**src/design/ttsp_pkg.sv**
```systemverilog
// Shared types, constants and saturation helpers for the token top-k sparse pooling block.
// Used by ttsp_mac, ttsp_div and token_topk_sparse_pooling; depends on nothing.
`default_nettype none
package ttsp_pkg;

    localparam int MAX_DIM   = 128;
    localparam int MAX_WIDTH = 64;
    localparam int DIM_W     = 7;
    localparam int COL_W     = 6;
    localparam int SAMPLE_W  = 16;
    localparam int PROD_W    = 32;
    localparam int SCORE_W   = 40;
    localparam int SUM_W     = 46;
    localparam int CNT_W     = 7;
    localparam int CFG_W     = 8;
    localparam int CFG_IDX_W = 2;

    localparam logic [CNT_W-1:0] COUNT_MAX = 7'd127;

    localparam logic [CFG_IDX_W-1:0] CFG_DIM   = 2'd0;
    localparam logic [CFG_IDX_W-1:0] CFG_WIDTH = 2'd1;
    localparam logic [CFG_IDX_W-1:0] CFG_TOPK  = 2'd2;
    localparam logic [CFG_IDX_W-1:0] CFG_QUERY = 2'd3;

    typedef struct packed {
        logic                      valid;
        logic [COL_W-1:0]          idx;
        logic signed [SCORE_W-1:0] score;
    } t_mac_res;

    typedef struct packed {
        logic                    done;
        logic signed [SUM_W-1:0] quotient;
    } t_div_res;

    function automatic logic signed [SCORE_W-1:0] sat_score(input logic signed [SCORE_W:0] v);
        logic signed [SCORE_W-1:0] r;
        if (v[SCORE_W] != v[SCORE_W-1]) begin
            r = v[SCORE_W] ? {1'b1, {(SCORE_W-1){1'b0}}} : {1'b0, {(SCORE_W-1){1'b1}}};
        end else begin
            r = v[SCORE_W-1:0];
        end
        return r;
    endfunction

    function automatic logic signed [SUM_W-1:0] sat_sum(input logic signed [SUM_W:0] v);
        logic signed [SUM_W-1:0] r;
        if (v[SUM_W] != v[SUM_W-1]) begin
            r = v[SUM_W] ? {1'b1, {(SUM_W-1){1'b0}}} : {1'b0, {(SUM_W-1){1'b1}}};
        end else begin
            r = v[SUM_W-1:0];
        end
        return r;
    endfunction

endpackage
`default_nettype wire

```
**src/design/ttsp_mac.sv**
```systemverilog
// Shared multiply-accumulate unit: one registered product, then a saturating add to a score.
// Depends on ttsp_pkg.
`default_nettype none
module ttsp_mac (
    input  wire logic                               i_clk,
    input  wire logic                               i_rst_n,
    input  wire logic                               i_en,
    input  wire logic [ttsp_pkg::COL_W-1:0]         i_idx,
    input  wire logic signed [ttsp_pkg::SAMPLE_W-1:0] i_sample,
    input  wire logic signed [ttsp_pkg::SAMPLE_W-1:0] i_coef,
    input  wire logic signed [ttsp_pkg::SCORE_W-1:0]  i_score,
    output ttsp_pkg::t_mac_res                      o_res
);
    import ttsp_pkg::*;

    logic                      r_vld;
    logic [COL_W-1:0]          r_idx;
    logic signed [PROD_W-1:0]  r_prod;
    logic signed [SCORE_W-1:0] r_score;

    always_ff @(posedge i_clk) begin
        if (!i_rst_n) begin
            r_vld <= 1'b0;
        end else begin
            r_vld <= i_en;
        end
        r_idx   <= i_idx;
        r_prod  <= i_sample * i_coef;
        r_score <= i_score;
    end

    always_comb begin
        o_res.valid = r_vld;
        o_res.idx   = r_idx;
        o_res.score = sat_score($signed({r_score[SCORE_W-1], r_score})
                                + $signed({{(SCORE_W+1-PROD_W){r_prod[PROD_W-1]}}, r_prod}));
    end

endmodule
`default_nettype wire

```
**config.mk**
```make
export PLATFORM = sky130hd
export DESIGN_NAME = ttsp_mac
export DESIGN_NICKNAME = d
export VERILOG_FILES = /design/src/design/ttsp_pkg.sv /design/src/design/ttsp_mac.sv
export SDC_FILE = /design/constraint.sdc
export NUM_CORES = 1
export LEC_CHECK = 0
export CELL_PAD_IN_SITES_DETAIL_PLACEMENT = 0
export CELL_PAD_IN_SITES_GLOBAL_PLACEMENT = 1
export CORE_MARGIN = 2
export CORE_UTILIZATION = 45
export DETAILED_ROUTE_END_ITERATION = 16
export DONT_BUFFER_PORTS = 1
export PLACE_DENSITY = 0.75
export SYNTH_ARGS = -nofsm -noshare
export SYNTH_HDL_FRONTEND = slang
export SYNTH_SLANG_ARGS = --single-unit
```
**constraint.sdc**
```tcl
create_clock -name i_clk -period 10.1 [get_ports i_clk]
set_clock_uncertainty 0.2 [all_clocks]
set_input_delay 2.02 -clock i_clk [delete_from_list [all_inputs] [get_ports i_clk]]
set_output_delay 2.02 -clock i_clk [all_outputs]
set_load 0.01 [all_outputs]
```
==> results of run 1 <==
## final cells by class
type | count | share of cell area, %
multi-input cells | 1082 | 76.18
inverters | 285 | 7.399
clock buffers | 10 | 1.584
clock inverters | 6 | 0.4759
well taps | 396 | 3.427
flip-flops and latches | 79 | 10.94
## stage by stage
stage	instances	instance area [µm²]	worst slack, ns	utilization (%)	hold slack [ns]
3_3_place_gp	1842	14160	2.327	46.42	1.848
4_1_cts	1858	14460	2.602	47.39	1.483
3_5_place_dp	1842	14160	2.246	46.42	1.848
2_1_floorplan	1493	13930	2.395	-	1.848
5_1_grt	1858	14460	2.227	47.39	1.480
6_report	1858	14460	2.583	47.39	1.499
## state kept, by name, summed over array words and instances (netlist names)
name and count:
r_idx 6, r_score 40, r_vld 1, r_prod 32
## cell families after synthesis
group,after synthesis,synth area share (%)
and+or+nand+nor,387,13.99
buffers and inverters,332,9.583
DFF,79,11.35
xor gates and xnor gates,71,4.464
adders and majority gates,388,48.97
AOI/OAI and AO/OA,236,11.64
## metal layers
layer  share of wire (%)  global-route usage (%)  vias up  routed length (µm)
met5               0.040                       0        -                  13
met4                 3.0                   6.764        2                 992
met3                 4.3                   3.019       58                1389
met2                  51                   38.77      242               16590
met1                  42                   26.21     4955               13650
li1                    -                       -     4583                   -
## worst max-delay path, cell delays in order
cell	delay, ns
nand2_1	0.09
inv_1	0.09
fa_1	0.64
fa_1	0.88
fa_1	0.52
fa_1	0.50
fa_1	0.49
inv_1	0.05
fa_1	0.47
inv_1	0.04
ha_1	0.33
and3_1	0.25
nand3_1	0.10
a211oi_1	0.38
o2111ai_1	0.20
nand3_1	0.13
a31o_2	0.16
a21oi_1	0.07
xnor2_1	0.13
## cell usage after synthesis (2+ instances only)
library cell,count
o21bai_1,12
o211ai_1,6
xor2_1,26
a21boi_0,3
inv_1,285
a21oi_2,25
dfxtp_1,79
clkbuf_8,3
buf_4,3
and2_1,128
a2111oi_0,2
a31oi_1,5
nand4_1,8
buf_6,6
and4_1,2
nor3_1,10
nor2_1,44
a41oi_1,2
nand3b_1,2
o21a_1,7
o211ai_2,2
o41ai_1,2
nor2b_1,8
nand3_1,5
clkbuf_1,32
o31ai_1,4
fa_1,263
or2_2,4
nand2b_1,12
nand2_1,151
maj3_1,3
ha_1,122
o21ai_0,35
xnor2_1,45
a211oi_1,8
and3_1,3
a31o_2,3
a21o_1,33
a21oi_1,70
## worst paths after layout
kind	cells after the start	start	end	slack, ns
worst max-delay path	19	i_coef[1]	r_prod[31]	2.58
worst min-delay path	0	i_score[36]	r_score[36]	1.50
==> results.sh, run 1 <==
export IMPL_outcome="finished clean"
export IMPL_drive_gt1_share_pct=4.241
export IMPL_postRouteAntennaNets=0
export IMPL_nets=1923
export IMPL_avgSynthCellArea_um2=9.331
export IMPL_maxCapViolCount=0
export IMPL_syn_inst=1493
export IMPL_worstPathArrival_ns=7.53
export IMPL_nFillCells=2967
export IMPL_grt_pass1_wl_um=55680
export IMPL_drt_first_pass_iters=5
export IMPL_die_area_um2=32380
export IMPL_seq_area_um2=1582
export IMPL_synth_seq_cells=79
export IMPL_initial_core_util_pct=45.66
export IMPL_grt_util_all_layers_pct=21.39
export IMPL_row_count=64
export IMPL_n_antenna_cell=0
export IMPL_finalSetupViolCount=0
export IMPL_die_width_um=179.9
export IMPL_tightestPinTransition_ns=1.060
export IMPL_wirelength_um=32630
export IMPL_multi_input_area_um2=11010
export IMPL_period_share_pct=74.43
export IMPL_clk_path_buf_depth=2
export IMPL_required_ns=10.12
export IMPL_synth_area_um2=13930
export IMPL_dp_hpwl_um=27200
export IMPL_yosysSeqAreaShare_pct=11.35
export IMPL_clkSinkCount=79
export IMPL_mostFrequentLayoutCells="inv_1, fa_1, nand2_1"
export IMPL_core_area_um2=30510
export IMPL_cts_hold_buffers=0
export IMPL_yosys_top_cells_area="fa_1, dfxtp_1, ha_1"
export IMPL_antenna_found_initial=1
export IMPL_ys_async_sr_fraction_pct=0
export IMPL_portBuffers=0
export IMPL_period_minus_slack_ns=7.517
export IMPL_rsz0062_at_grt="false"
export IMPL_yosysUniqueCellTypes=69
export IMPL_drt_iter0_markers=413
export IMPL_syn_to_final_growth_pct=3.790
export IMPL_wire_per_inst_um=17.56
export IMPL_slew_violations=0
export IMPL_gp_congestion=0.8898
export IMPL_synth_ff_type="dfxtp_1"
export IMPL_crit_type="in2reg"
export IMPL_ios=128
export IMPL_cp_end_kind="flip-flop"
export IMPL_drc=0
export IMPL_hold_path_class="in2reg"
export IMPL_via_per_inst=5.296
export IMPL_critical_path_startpoint_type="primary input"
export IMPL_cts_resized=0
export IMPL_grt_max_degree=37
export IMPL_path_clk_slew_ns=0.06
export IMPL_yosysTopAreaCell="fa_1"
export IMPL_h_tree_depth=3
export IMPL_yosysTopAreaCellShare_pct=37.79
export IMPL_cts_tree="built"
export IMPL_numCtsBuffers=9
export IMPL_synth_edf_count=0
export IMPL_final_common_cell="inv_1"
export IMPL_grt_overflow_total=0
export IMPL_die_h_um=179.9
export IMPL_crit_path_max_fanout=16
export IMPL_syn_nets=1959
export IMPL_postCtsSetupBuffers=0
export IMPL_via_count=9840
export IMPL_fmax_mhz=133.0
export IMPL_grt_pass1_vias=10940
export IMPL_synth_warnings=0
export IMPL_finalSetupTns_ns=0
export IMPL_root_buffer="clkbuf_16"
export IMPL_slew_headroom_pct=29.14
export IMPL_hold_violations=0
Power of run 1 is left out: the tool's default activity adds up to more than one toggle a clock period on the data nets, which glitch-free logic cannot reach.
==> run 2, diff against run 1 <==
- clock period: 10.1 -> 7 ns (I/O delays scaled with it)
==> run 2 against run 1 <==
  * First-iteration DRC count increased by 7.7%
  * Critical path depth grew 2
  * Die area is the same
  * Critical endpoint unchanged
  * Final cell count rose by 0.75%
  * Core utilization increased by 0.30 points
  * Hold slack worse by 0.62 ns
  * Setup slack worse by 2.3 ns
  * Via count hardly changed
  * Global-route usage hardly changed
  * Non-clock buffer count rose by 14
==> results.sh, run 2 (synthesized netlist as in run 1, its figures left out) <==
export IMPL_numCtsBuffers=9
export IMPL_worst_path_most_repeated_cell="fa_1"
export IMPL_drive_gt1_share_pct=5.285
export IMPL_ios=128
export IMPL_critPathBufInv=4
export IMPL_max_flop_register="r_score"
export IMPL_maxCapViolCount=0
export IMPL_grt_pass1_vias=10750
export IMPL_cp_end_kind="flip-flop"
export IMPL_via_per_inst=5.255
export IMPL_nFillCells=2948
export IMPL_final_common_cell="inv_1"
export IMPL_wire_per_inst_um=17.75
export IMPL_slowest_delay_ns=0.54
export IMPL_die_h_um=179.9
export IMPL_row_count=64
export IMPL_grt_max_degree=37
export IMPL_outcome="finished clean"
export IMPL_cts_resized=0
export IMPL_clk_path_buf_depth=2
export IMPL_cts_hold_buffers=0
export IMPL_worstPathArrival_ns=6.71
export IMPL_multi_input_area_um2=11020
export IMPL_worst_path_max_delay_cell="fa_1"
export IMPL_critical_path_startpoint_type="primary input"
export IMPL_drt_iter0_markers=445
export IMPL_rsz0062_at_grt="false"
export IMPL_crit_family="adder cells"
export IMPL_h_tree_depth=3
export IMPL_path_clk_slew_ns=0.07
export IMPL_seq_area_um2=1582
export IMPL_antenna_found_initial=0
export IMPL_via_count=9838
export IMPL_hold_violations=0
export IMPL_drt_first_pass_iters=5
export IMPL_syn_to_final_growth_pct=4.455
export IMPL_hold_path_class="in2reg"
export IMPL_period_minus_slack_ns=6.703
export IMPL_postRouteAntennaNets=0
export IMPL_wirelength_um=33230
export IMPL_crit_path_cell_trace="and2_1 > fa_1 > inv_1 > fa_1 > fa_1 > inv_1 > fa_1 > fa_1 > inv_1 > fa_1 > inv_1 > ha_1 > a21oi_1 > o21ai_0 > nor3_1 > a211oi_1 > o2111ai_1 > nand3_1 > a31o_2 > a21oi_1 > xnor2_1"
export IMPL_postCtsSetupBuffers=0
export IMPL_mostFrequentLayoutCells="inv_1, fa_1, nand2_1"
export IMPL_root_buffer="clkbuf_16"
export IMPL_portBuffers=0
export IMPL_die_width_um=179.9
export IMPL_tightestPinTransition_ns=1.041
export IMPL_clkSinkCount=79
export IMPL_required_ns=7.01
export IMPL_period_share_pct=95.76
export IMPL_grt_overflow_total=0
export IMPL_core_area_um2=30510
export IMPL_grt_util_all_layers_pct=21.39
export IMPL_finalSetupViolCount=0
export IMPL_largest_reg_flops=40
export IMPL_drc=0
export IMPL_die_area_um2=32380
export IMPL_initial_core_util_pct=45.66
export IMPL_slew_headroom_pct=30.45
export IMPL_nets=1937
export IMPL_dp_hpwl_um=27420
export IMPL_slew_violations=0
export IMPL_n_antenna_cell=0
export IMPL_crit_path_max_fanout=16
export IMPL_fmax_mhz=149.2
export IMPL_gp_congestion=0.8914
export IMPL_crit_type="in2reg"
export IMPL_cts_tree="built"
export IMPL_top_regs="r_score (40), r_prod (32), r_idx (6)"
export IMPL_finalSetupTns_ns=0
export IMPL_grt_pass1_wl_um=55650
-- run 2: cell types whose count changed in the layout (fill, tap and decap cells not counted) --
| cell | change |
|---|---|
| buf_4 | +14 |
| bufinv_16 | -1 |
| clkinvlp_4 | +1 |
| fa_1 | -1 |
| fa_2 | +1 |
| o41ai_1 | -1 |
| o41ai_2 | +1 |
-- run 2: layout make-up --
type / instances / area share [%]
multi-input cells: 1082 / 75.76
flip-flops and latches: 79 / 10.87
inverters: 285 / 7.352
well taps: 396 / 3.405
clock buffers: 10 / 1.574
repair buffers: 14 / 0.7223
clock inverters: 6 / 0.3181
-- run 2: path summary, 6_finish.rpt --
path,depth (start not counted),slack (ns),endpoint,from
setup / recovery,21,0.30,r_prod[31],i_coef[4]
hold / removal,0,0.87,r_score[36],i_score[36]
-- run 2: routing by layer --
layer | global-route usage (%) | vias to the layer above | wire (µm)
li1 | - | 4608 | -
met1 | 27.27 | 4982 | 14460
met2 | 38.74 | 214 | 16780
met3 | 2.897 | 34 | 1377
met4 | 4.358 | 0 | 611
met5 | 0 | - | 0
-- run 2: per-stage QoR --
step | setup slack (ns) | std cells | util (%) | area, µm² | hold WS, ns
6_report | 0.2967 | 1872 | 47.70 | 14550 | 0.8741
5_1_grt | 0.02442 | 1872 | 47.70 | 14550 | 0.8617
4_1_cts | 0.3033 | 1872 | 47.70 | 14550 | 0.8627
3_5_place_dp | -0.03890 | 1856 | 46.79 | 14280 | 1.228
3_3_place_gp | 0.02320 | 1856 | 46.79 | 14280 | 1.228
2_1_floorplan | 0.009367 | 1493 | - | 13940 | 1.228
Power of run 2 is left out for the same reason.
