$ cat config.mk
export PLATFORM = sky130hd
export DESIGN_NAME = ttsp_div
export DESIGN_NICKNAME = d
export VERILOG_FILES = /design/src/design/ttsp_pkg.sv /design/src/design/ttsp_div.sv
export SDC_FILE = /design/constraint.sdc
export NUM_CORES = 1
export LEC_CHECK = 0
export ABC_AREA = 0
export BUFFER_PORTS_ARGS = -buffer_cell sky130_fd_sc_hd__buf_2
export CORE_MARGIN = 4
export CORE_UTILIZATION = 51
export CTS_CLUSTER_SIZE = 16
export DETAILED_ROUTE_END_ITERATION = 7
export HOLD_SLACK_MARGIN = 0.15
export PLACE_DENSITY = 0.78
export SLEW_MARGIN = 10
export SYNTH_ARGS = -nofsm -noshare
export SYNTH_HDL_FRONTEND = slang
export SYNTH_SLANG_ARGS = --single-unit
$ cat constraint.sdc
create_clock -name i_clk -period 2.5 [get_ports i_clk]
set_input_delay 0.25 -clock i_clk [delete_from_list [all_inputs] [get_ports i_clk]]
set_output_delay 0.25 -clock i_clk [all_outputs]
set_load 0.03 [all_outputs]
$ cat src/design/ttsp_pkg.sv
// Shared types, constants and saturation helpers for the token top-k sparse pooling block.
// Used by ttsp_mac, ttsp_div and token_topk_sparse_pooling; depends on nothing.
`default_nettype none
package ttsp_pkg;

    localparam int MAX_DIM   = 128;
    localparam int MAX_WIDTH = 64;
    localparam int DIM_W     = 7;
    localparam int COL_W     = 6;
    localparam int SAMPLE_W  = 16;
    localparam int PROD_W    = 32;
    localparam int SCORE_W   = 40;
    localparam int SUM_W     = 46;
    localparam int CNT_W     = 7;
    localparam int CFG_W     = 8;
    localparam int CFG_IDX_W = 2;

    localparam logic [CNT_W-1:0] COUNT_MAX = 7'd127;

    localparam logic [CFG_IDX_W-1:0] CFG_DIM   = 2'd0;
    localparam logic [CFG_IDX_W-1:0] CFG_WIDTH = 2'd1;
    localparam logic [CFG_IDX_W-1:0] CFG_TOPK  = 2'd2;
    localparam logic [CFG_IDX_W-1:0] CFG_QUERY = 2'd3;

    typedef struct packed {
        logic                      valid;
        logic [COL_W-1:0]          idx;
        logic signed [SCORE_W-1:0] score;
    } t_mac_res;

    typedef struct packed {
        logic                    done;
        logic signed [SUM_W-1:0] quotient;
    } t_div_res;

    function automatic logic signed [SCORE_W-1:0] sat_score(input logic signed [SCORE_W:0] v);
        logic signed [SCORE_W-1:0] r;
        if (v[SCORE_W] != v[SCORE_W-1]) begin
            r = v[SCORE_W] ? {1'b1, {(SCORE_W-1){1'b0}}} : {1'b0, {(SCORE_W-1){1'b1}}};
        end else begin
            r = v[SCORE_W-1:0];
        end
        return r;
    endfunction

    function automatic logic signed [SUM_W-1:0] sat_sum(input logic signed [SUM_W:0] v);
        logic signed [SUM_W-1:0] r;
        if (v[SUM_W] != v[SUM_W-1]) begin
            r = v[SUM_W] ? {1'b1, {(SUM_W-1){1'b0}}} : {1'b0, {(SUM_W-1){1'b1}}};
        end else begin
            r = v[SUM_W-1:0];
        end
        return r;
    endfunction

endpackage
`default_nettype wire

$ cat src/design/ttsp_div.sv
// Restoring divider, one quotient bit per cycle: signed sum over an unsigned nonzero count,
// truncated toward zero. Depends on ttsp_pkg.
`default_nettype none
module ttsp_div (
    input  wire logic                              i_clk,
    input  wire logic                              i_rst_n,
    input  wire logic                              i_start,
    input  wire logic signed [ttsp_pkg::SUM_W-1:0] i_dividend,
    input  wire logic [ttsp_pkg::CNT_W-1:0]        i_divisor,
    output ttsp_pkg::t_div_res                     o_res
);
    import ttsp_pkg::*;

    logic             r_busy;
    logic             r_done;
    logic             r_neg;
    logic [5:0]       r_cnt;
    logic [SUM_W-1:0] r_quo;
    logic [CNT_W:0]   r_rem;
    logic [CNT_W-1:0] r_den;
    logic [CNT_W:0]   trial;
    logic [CNT_W:0]   trial_sub;

    assign trial     = {r_rem[CNT_W-1:0], r_quo[SUM_W-1]};
    assign trial_sub = trial - {1'b0, r_den};

    always_ff @(posedge i_clk) begin
        if (!i_rst_n) begin
            r_busy <= 1'b0;
            r_done <= 1'b0;
        end else begin
            r_done <= 1'b0;
            if (i_start) begin
                r_busy <= 1'b1;
                r_cnt  <= 6'(SUM_W - 1);
                r_neg  <= i_dividend[SUM_W-1];
                r_quo  <= i_dividend[SUM_W-1] ? SUM_W'(-i_dividend) : i_dividend;
                r_rem  <= '0;
                r_den  <= i_divisor;
            end else if (r_busy) begin
                if (trial >= {1'b0, r_den}) begin
                    r_rem <= trial_sub;
                    r_quo <= {r_quo[SUM_W-2:0], 1'b1};
                end else begin
                    r_rem <= trial;
                    r_quo <= {r_quo[SUM_W-2:0], 1'b0};
                end
                if (r_cnt == '0) begin
                    r_busy <= 1'b0;
                    r_done <= 1'b1;
                end
                r_cnt <= r_cnt - 6'd1;
            end
        end
    end

    always_comb begin
        o_res.done     = r_done;
        o_res.quotient = r_neg ? -$signed(r_quo) : $signed(r_quo);
    end

endmodule
`default_nettype wire

==> results of run 1 <==
## worst min-delay path: stages
cell	delay, ns
buf_2	0.13
a31oi_1	0.08
nand3_1	0.06
## sequential cells by signal, summed over array words and instances, names as in the netlist
name	cells
r_cnt	6
r_busy	1
r_rem	7
r_done	1
r_quo	46
r_neg	1
r_den	7
## kinds of logic after synthesis
group	share of synthesized area
adder cells (fa/ha/maj)	0.02990
multiplexers	0.003797
buffers and inverters	0.03654
XOR/XNOR	0.1395
AND/OR/NAND/NOR	0.2046
flip-flops	0.3892
AO/OA/AOI/OAI	0.1965
## synth_stat cells, types with 2 or more instances
library cell / number
o31a_1: 3
nand2_1: 30
buf_4: 2
o21ai_0: 32
dfxtp_1: 2
edfxtp_1: 67
inv_1: 18
xnor2_1: 48
a2111oi_0: 2
nand3_1: 14
a31oi_1: 8
a2111o_1: 3
or2_2: 5
nor3_1: 17
nand4b_1: 6
nand3b_1: 6
nor4_2: 2
or4_1: 6
o21a_1: 6
a211oi_1: 2
nand4_1: 11
o31ai_1: 25
ha_1: 11
mux2i_1: 2
clkbuf_1: 27
or3_1: 13
nor4_1: 15
or3b_2: 2
o41ai_4: 2
nor2_1: 55
nand2b_1: 3
xor2_1: 36
nor2b_1: 9
a21oi_1: 45
o41ai_1: 22
## power groups by stage
stage	combinational [µW]	sequential (µW)	clock, µW
after floorplan	691	1470	0
final	1160	1440	948
after detailed placement	1080	1460	0
after CTS	1140	1440	957
after global placement	1060	1450	0
after global routing	1250	1450	1000
## timing repair
action,CTS,global route
setup endpoints to repair,37,39
pin swaps,7,9
resized for setup,38,15
buffers inserted,6,5
hold buffers,8,0
hold endpoints to repair,8,0
## final cells by class
| cell class | count | share of cell area |
|---|---|---|
| inverter | 19 | 0.01019 |
| timing repair buffer | 191 | 0.1835 |
| clock buffer | 9 | 0.01769 |
| sequential | 69 | 0.2931 |
| multi-input combinational | 454 | 0.4612 |
| tap | 133 | 0.02377 |
| clock inverter | 7 | 0.01054 |
## metrics by stage
stage	cells	utilization	power, µW
after floorplan	572	-	2163
after global placement	847	0.6509	2509
after detailed placement	847	0.6509	2543
after CTS	877	0.6979	3534
after global routing	882	0.7066	3696
final	882	0.7066	3549
## final timing paths
path                to            from  slack, ns  cells past startpoint
max          o_res[30]        r_quo[6]      -0.62                      6
min          r_quo[43]  i_dividend[43]       0.26                      3
max reg2reg   r_rem[3]       r_quo[45]       0.15                      8
min reg2reg     r_done          r_busy       0.47                      2
## metal layers
layer | share of wire | global-route usage
met2 | 0.48 | 0.4494
met4 | 0.025 | 0.1033
met3 | 0.072 | 0.04345
met1 | 0.42 | 0.3556
met5 | 0 | 0
==> results.json, run 1 <==
{
  "crit_buf_inv": 1,
  "rsz0062_at_grt": "true",
  "seq_area_frac_synth": 0.3892,
  "overflow": 0,
  "hold_viol_final": 0,
  "synth_nets": 640,
  "clockRootBuffer": "clkbuf_8",
  "path_class": "register to primary output",
  "cp_slowest_cell": "or4_4",
  "startpoint_type": "register",
  "clk_pin_slew_ns": 0.08,
  "vias": 5265,
  "vias_per_cell": 5.969,
  "cpMostUsedCell": "or4_4",
  "cp_slowest_stage_delay_ns": 0.64,
  "track_usage": 0.2708,
  "combPwrFrac": 0.327,
  "cp_top_family": "simple AND/OR/NAND/NOR gates",
  "fin_skew_ns": 0.01504,
  "yosys_register_bits": 69,
  "post-dp-hpwl_um": 11730,
  "cts_made_buffers": 9,
  "die_w_um": 109.7,
  "worstPathArrival_ns": 2.87,
  "fill_cells": 776,
  "whs_ns": 0.2633,
  "core-area_um2": 9910,
  "final_antenna_net_count": 0,
  "final_common_cell": "buf_4",
  "power.share.switching": 0.3495,
  "drv_slew": 0,
  "layout_common_cells": "buf_4 (92), buf_2 (83), edfxtp_1 (67)",
  "start_util": 0.5321,
  "yosys.area.top_type": "edfxtp_1",
  "internal_power_uw": 2309,
  "fmax_ghz": 0.3203,
  "placed_area_um2": 6450,
  "seq_power_share": 0.405,
  "syn_avg_cell_area_um2": 9.218,
  "tns_ns": -12.95,
  "synthTopCellsByArea": "edfxtp_1 (38%), xnor2_1 (8.0%), xor2_1 (6.0%)",
  "ys.flop_type": "edfxtp_1",
  "cts.sinks": 69,
  "async_flop_share": 0,
  "finalSetupViolations": 37,
  "num_io_pins": 103,
  "final_nets": 812,
  "critPathMaxFanout": 5,
  "clkLatencyLatePin_ns": 0.36,
  "synth_cells": 572,
  "crit_chain": "or4_4 -> or3_4 -> or4_4 -> o41ai_4 -> xnor2_2 -> buf_6",
  "grt_pass1_vias": 5154,
  "numPortBuffers": 102,
  "slew_headroom": 0.6117,
  "leakagePower_uw": 0.002676,
  "clock_path_buffers": 2,
  "final.period_utilization": 1.249,
  "violations": "setup timing",
  "hold_class": "input pin to register",
  "grt_pass1_wl_um": 25640,
  "fin_ws_ns": -0.6216,
  "die_h_um": 109.7,
  "drive_gt1_frac": 0.3218,
  "design_area_um2": 7002,
  "cap_violations": 0,
  "rows": 36,
  "clkPwrFrac": 0.267,
  "drc_errors": 0,
  "critPathCaptureType": "primary output",
  "synth_area_um2": 5273,
  "antenna_found_initial": 0,
  "fp.dieArea_um2": 12030,
  "power_density_nw_per_um2": 506.9,
  "status": "finished with violations",
  "period_minus_slack_ns": 3.122,
  "grt_max_degree": 61,
  "dp_slack_ns": -0.2868,
  "synth_top_area_share": 0.3816,
  "net-switching-power_uw": 1240,
  "n_antenna_cell": 0,
  "crit_required_ns": 2.25,
  "wl_per_cell_um": 18.27,
  "yosys_warnings": 0,
  "seq_area_um2": 2052,
  "synth_enable_flop_cells": 67,
  "htree_levels": 3,
  "syn_to_final_growth_pct": 32.80,
  "drtIter0Drc": 450,
  "peakVddDrop_uv": 281.3,
  "cts_tree": "built",
  "gp_congestion": 0.9088,
  "max_slew.worst_pin.slew_ns": 0.5781,
  "multi_input_area_um2": 3229,
  "synth_cell_types": 50,
  "drtPass1Iterations": 5,
  "wl_um": 16110
}
Power figures use the tool's default switching activity.
==> run 2, diff against run 1 <==
SLEW_MARGIN = 20   (was 10)
TNS_END_PERCENT = 10   (was not set)
==> run 2 against run 1 <==
Compared with the run above: the flow still finishes with violations (setup timing); total power decreased by 2.1%; routed wire length is 0.86% lower; maximum frequency rose by 0.63%; clock power down 8.4%; utilization rose by 0.050 points; clock skew shrank 0.0049 ns; register-to-register slack improved by 0.13 ns; cell area about the same; via count increased by 1.2%; largest cell class unchanged; highest routed layer unchanged.
==> results.json, run 2 (synthesis gave the netlist of run 1 again) <==
{
  "crit_chain": "or4_4 -> or2_4 -> or4_4 -> o41ai_4 -> xnor2_2 -> buf_6",
  "drtPass1Iterations": 5,
  "worstPathArrival_ns": 2.85,
  "status": "finished with violations",
  "drv_slew": 0,
  "fmax_ghz": 0.3224,
  "clkLatencyLatePin_ns": 0.35,
  "fill_cells": 756,
  "cp_slowest_cell": "or4_4",
  "rsz0062_at_grt": "true",
  "start_util": 0.5321,
  "core-area_um2": 9910,
  "finalSetupViolations": 35,
  "cts_made_buffers": 9,
  "layout_common_cells": "buf_4 (94), buf_2 (74), edfxtp_1 (67)",
  "cap_violations": 0,
  "path_class": "register to primary output",
  "hold_viol_final": 0,
  "syn_to_final_growth_pct": 32.89,
  "whs_ns": 0.2828,
  "fp.dieArea_um2": 12030,
  "power_density_nw_per_um2": 496.1,
  "numPortBuffers": 102,
  "instances_no_fill": 876,
  "wl_per_cell_um": 18.24,
  "min_path_cells": 3,
  "htree_levels": 3,
  "clk_pin_slew_ns": 0.08,
  "period_minus_slack_ns": 3.102,
  "startpoint_type": "register",
  "clockRootBuffer": "clkbuf_8",
  "wl_um": 15980,
  "path_depth": 6,
  "final_nets": 806,
  "drc_errors": 0,
  "final.period_utilization": 1.241,
  "max_slew.worst_pin.slew_ns": 0.5790,
  "die_h_um": 109.7,
  "cp_top_family": "simple AND/OR/NAND/NOR gates",
  "slew_headroom": 0.6110,
  "r2r_cells": 8,
  "drive_gt1_frac": 0.3244,
  "reg_top3": "r_quo: 46 flops, r_den: 7 flops, r_rem: 7 flops",
  "rows": 36,
  "gp_congestion": 0.9572,
  "top_register": "r_quo",
  "overflow": 0,
  "cts.sinks": 69,
  "hold_class": "input pin to register",
  "peakVddDrop_uv": 298.6,
  "cpMostUsedCell": "or4_4",
  "vias_per_cell": 6.081,
  "n_antenna_cell": 0,
  "drtIter0Drc": 416,
  "power_uw": 3476,
  "num_io_pins": 103,
  "crit_required_ns": 2.25,
  "critPathMaxFanout": 5,
  "grt_max_degree": 61,
  "track_usage": 0.2692,
  "grt_pass1_wl_um": 25300,
  "cp_slowest_stage_delay_ns": 0.64,
  "final_antenna_net_count": 0,
  "crit_buf_inv": 1,
  "final_common_cell": "buf_4",
  "violations": "setup timing",
  "die_w_um": 109.7,
  "vias": 5327,
  "grt_pass1_vias": 5081,
  "clock_path_buffers": 2,
  "place_inst": 849,
  "largest_register_ffs": 46,
  "post-dp-hpwl_um": 11530,
  "leakagePower_uw": 0.002648,
  "antenna_found_initial": 0,
  "cts_tree": "built",
  "critPathCaptureType": "primary output",
  "fin_ws_ns": -0.6020,
  "fin_skew_ns": 0.01016
}
==> run 2: cell types whose count changed in the layout (fill, tap and decap cells not counted), sizes merged <==
cell | before | now
clkinv | 5 | 2
dlygate4sd3 | 8 | 9
clkbuf | 9 | 14
buf | 183 | 175
bufinv | 1 | 0
inv | 19 | 18
clkinvlp | 1 | 2
==> run 2: report_power, final <==
group          total (µW)  switching (µW)  internal, µW
sequential           1430            53.8          1380
combinational        1170             701           474
clock                 868             453           414
total                3480            1210          2270
==> run 2: metal layers <==
| layer | global-route usage | vias up | routed length, µm |
|---|---|---|---|
| met5 | 0 | - | 0 |
| met4 | 0.07925 | 0 | 276 |
| met3 | 0.06400 | 26 | 1375 |
| met2 | 0.4403 | 261 | 7690 |
| met1 | 0.3560 | 2543 | 6634 |
| li1 | - | 2497 | - |
==> run 2: worst paths after layout <==
check,startpoint,to,slack (ns)
setup / recovery,r_quo[13],o_res[26],-0.60
hold / removal,i_dividend[42],r_quo[42],0.28
setup reg to reg,r_quo[45],r_rem[0],0.28
hold reg to reg,r_busy,r_done,0.46
==> run 2: layout make-up <==
cell class                 count  area, µm²  share of cell area
sequential                    69       2052              0.2929
inverter                      19      71.32             0.01018
multi-input combinational    454       3268              0.4664
tap                          133      166.4             0.02375
timing repair buffer         185       1270              0.1813
clock inverter                 3      20.02            0.002857
clock buffer                  13      158.9             0.02268
==> run 2: stage by stage <==
stage | TNS (ns) | utilization | setup slack (ns) | instance area, µm²
finish | -13.34 | 0.7071 | -0.6020 | 7007
CTS | -14.25 | 0.7000 | -0.6106 | 6937
floorplan | -0.7550 | - | -0.1695 | 5310
detailed placement | -4.824 | 0.6491 | -0.3071 | 6432
global route | -17.27 | 0.7071 | -0.6750 | 7007
global placement | -3.404 | 0.6491 | -0.2592 | 6432
==> run 2: repair_timing <==
action	CTS	global route
gates cloned	0	0
setup endpoints to repair	37	37
endpoints found under the hold margin	9	0
buffers inserted	2	0
pin swaps	10	6
gates resized for setup	60	22
hold buffers	9	0
==> run 2: worst reg2reg max path, cell delays in order (launching register included) <==
cell and delay, ns:
edfxtp_1 0.35, inv_1 0.05, ha_1 0.22, fa_1 0.41, nor2b_1 0.16, o31a_1 0.21
o31a_1 0.30, nor3_1 0.10, a211oi_1 0.25
==> run 3, diff against run 2 <==
CORE_ASPECT_RATIO = 0.7   (was not set)
==> run 3 against run 2 <==
Compared with the run above: clock power grew 46%; combinational power up 3%; die area up 0.22%; the flow still finishes with violations (setup timing); flip-flop and latch count stayed put; total power up 13%; worst setup slack worse by 0.0064 ns.
==> results.json, run 3 (synthesis gave the netlist of run 1 again) <==
{
  "status": "finished with violations",
  "violations": "setup timing",
  "top_register": "r_quo",
  "post-dp-hpwl_um": 11670,
  "n_antenna_cell": 0,
  "syn_to_final_growth_pct": 36.43,
  "antenna_found_initial": 0,
  "crit_chain": "or4_4 -> nor4_4 -> buf_4 -> nand4_1 -> o31ai_2 -> buf_4 -> xnor2_2 -> buf_6",
  "period_minus_slack_ns": 3.108,
  "cp_slowest_stage_delay_ns": 0.59,
  "die_w_um": 129.5,
  "final_antenna_net_count": 0,
  "multi_input_area_um2": 3341,
  "clk_pin_slew_ns": 0.06,
  "grt_pass1_vias": 4921,
  "seq_area_um2": 2052,
  "max_slew.worst_pin.slew_ns": 0.6150,
  "worstPathArrival_ns": 2.86,
  "cpMostUsedCell": "buf_4",
  "startpoint_type": "register",
  "core-area_um2": 9872,
  "placed_area_um2": 6384,
  "gp_congestion": 0.9434,
  "drtPass1Iterations": 5,
  "clock_path_buffers": 2,
  "numPortBuffers": 102,
  "layout_common_cells": "buf_4 (95), edfxtp_1 (67), buf_2 (66)",
  "slew_headroom": 0.5872,
  "design_area_um2": 7193,
  "grt_max_degree": 61,
  "fin_skew_ns": 0.006006,
  "drive_gt1_frac": 0.3464,
  "fill_cells": 713,
  "critPathCaptureType": "primary output",
  "crit_required_ns": 2.25,
  "clkLatencyLatePin_ns": 0.33,
  "hold_viol_final": 0,
  "final_common_cell": "buf_4",
  "hold_class": "input pin to register",
  "final_nets": 805,
  "cts_made_buffers": 9,
  "rsz0062_at_grt": "true",
  "fin_ws_ns": -0.6084,
  "final.period_utilization": 1.243,
  "fmax_ghz": 0.3217,
  "critPathMaxFanout": 5,
  "vias_per_cell": 6.284,
  "cts_tree": "built",
  "fp.dieArea_um2": 12060,
  "finalSetupViolations": 36,
  "overflow": 0,
  "largest_register_ffs": 46,
  "reg_top3": "r_quo: 46 flops, r_den: 7 flops, r_rem: 7 flops",
  "cap_violations": 0,
  "wl_um": 16750,
  "vias": 5467,
  "num_io_pins": 103,
  "drv_slew": 0,
  "postLayoutCoreUtil": 0.7286,
  "htree_levels": 3,
  "grt_pass1_wl_um": 25770,
  "power_density_nw_per_um2": 545.8,
  "drtIter0Drc": 710,
  "peakVddDrop_uv": 308.0,
  "clockRootBuffer": "clkbuf_16",
  "leakagePower_uw": 0.002748,
  "track_usage": 0.2713,
  "cp_slowest_cell": "or4_4",
  "die_h_um": 93.07,
  "rows": 30,
  "path_class": "register to primary output",
  "cts.sinks": 69,
  "wl_per_cell_um": 19.25,
  "drc_errors": 0,
  "start_util": 0.5341
}
[run 3: through the flow]
| stage | setup WS, ns | setup TNS [ns] | total power [µW] | hold slack [ns] | cells |
|---|---|---|---|---|---|
| floorplan | -0.1695 | -0.7550 | 2154 | 0.3489 | 572 |
| global placement | -0.3433 | -3.432 | 2505 | 0.4261 | 840 |
| detailed placement | -0.3008 | -4.145 | 2534 | 0.4287 | 840 |
| CTS | -0.5404 | -11.69 | 3873 | 0.1606 | 865 |
| global route | -0.6595 | -16.68 | 4076 | 0.1779 | 870 |
| finish | -0.6084 | -13.69 | 3926 | 0.1723 | 870 |
[run 3: what timing repair did]
action                                 CTS  global route
setup buffers                            2             5
resized for setup                       67            41
setup endpoints to repair               37            40
hold buffers                             7             0
pin swaps                                3            14
endpoints found under the hold margin    7             0
[run 3: final timing paths]
| check | from | end | slack [ns] | depth (start not counted) |
|---|---|---|---|---|
| min | i_start | r_done | 0.17 | 2 |
| min reg2reg | r_busy | r_done | 0.47 | 2 |
| max reg2reg | r_quo[45] | r_rem[5] | 0.14 | 8 |
| max | r_quo[13] | o_res[45] | -0.61 | 8 |
[run 3: routing by layer]
layer,wire (µm),track usage
met5,0,0
met4,238,0.06315
met3,1970,0.05993
met2,7468,0.4086
met1,7072,0.3990
[run 3: area by class of cell]
class / count / area share
clock buffers: 10 / 0.03183
inverters: 19 / 0.009915
repair buffers: 184 / 0.1774
multi-input cells: 454 / 0.4644
flip-flops and latches: 69 / 0.2853
clock inverters: 6 / 0.008871
well taps: 128 / 0.02226
[run 3: critical path, delay by kind of cell (launching register included)]
family / cells / cell delay [ns]
simple gates: 3 / 1.20
compound gates: 1 / 0.28
buf+inv: 3 / 0.52
flops: 1 / 0.39
xor+xnor: 1 / 0.11
[run 3: where the power goes]
group / leakage (µW) / switching, µW / internal (µW)
registers: 0.000647 / 62.3 / 1380
clock network: 0.000140 / 504 / 771
logic: 0.00196 / 722 / 485
total: 0.00275 / 1290 / 2640
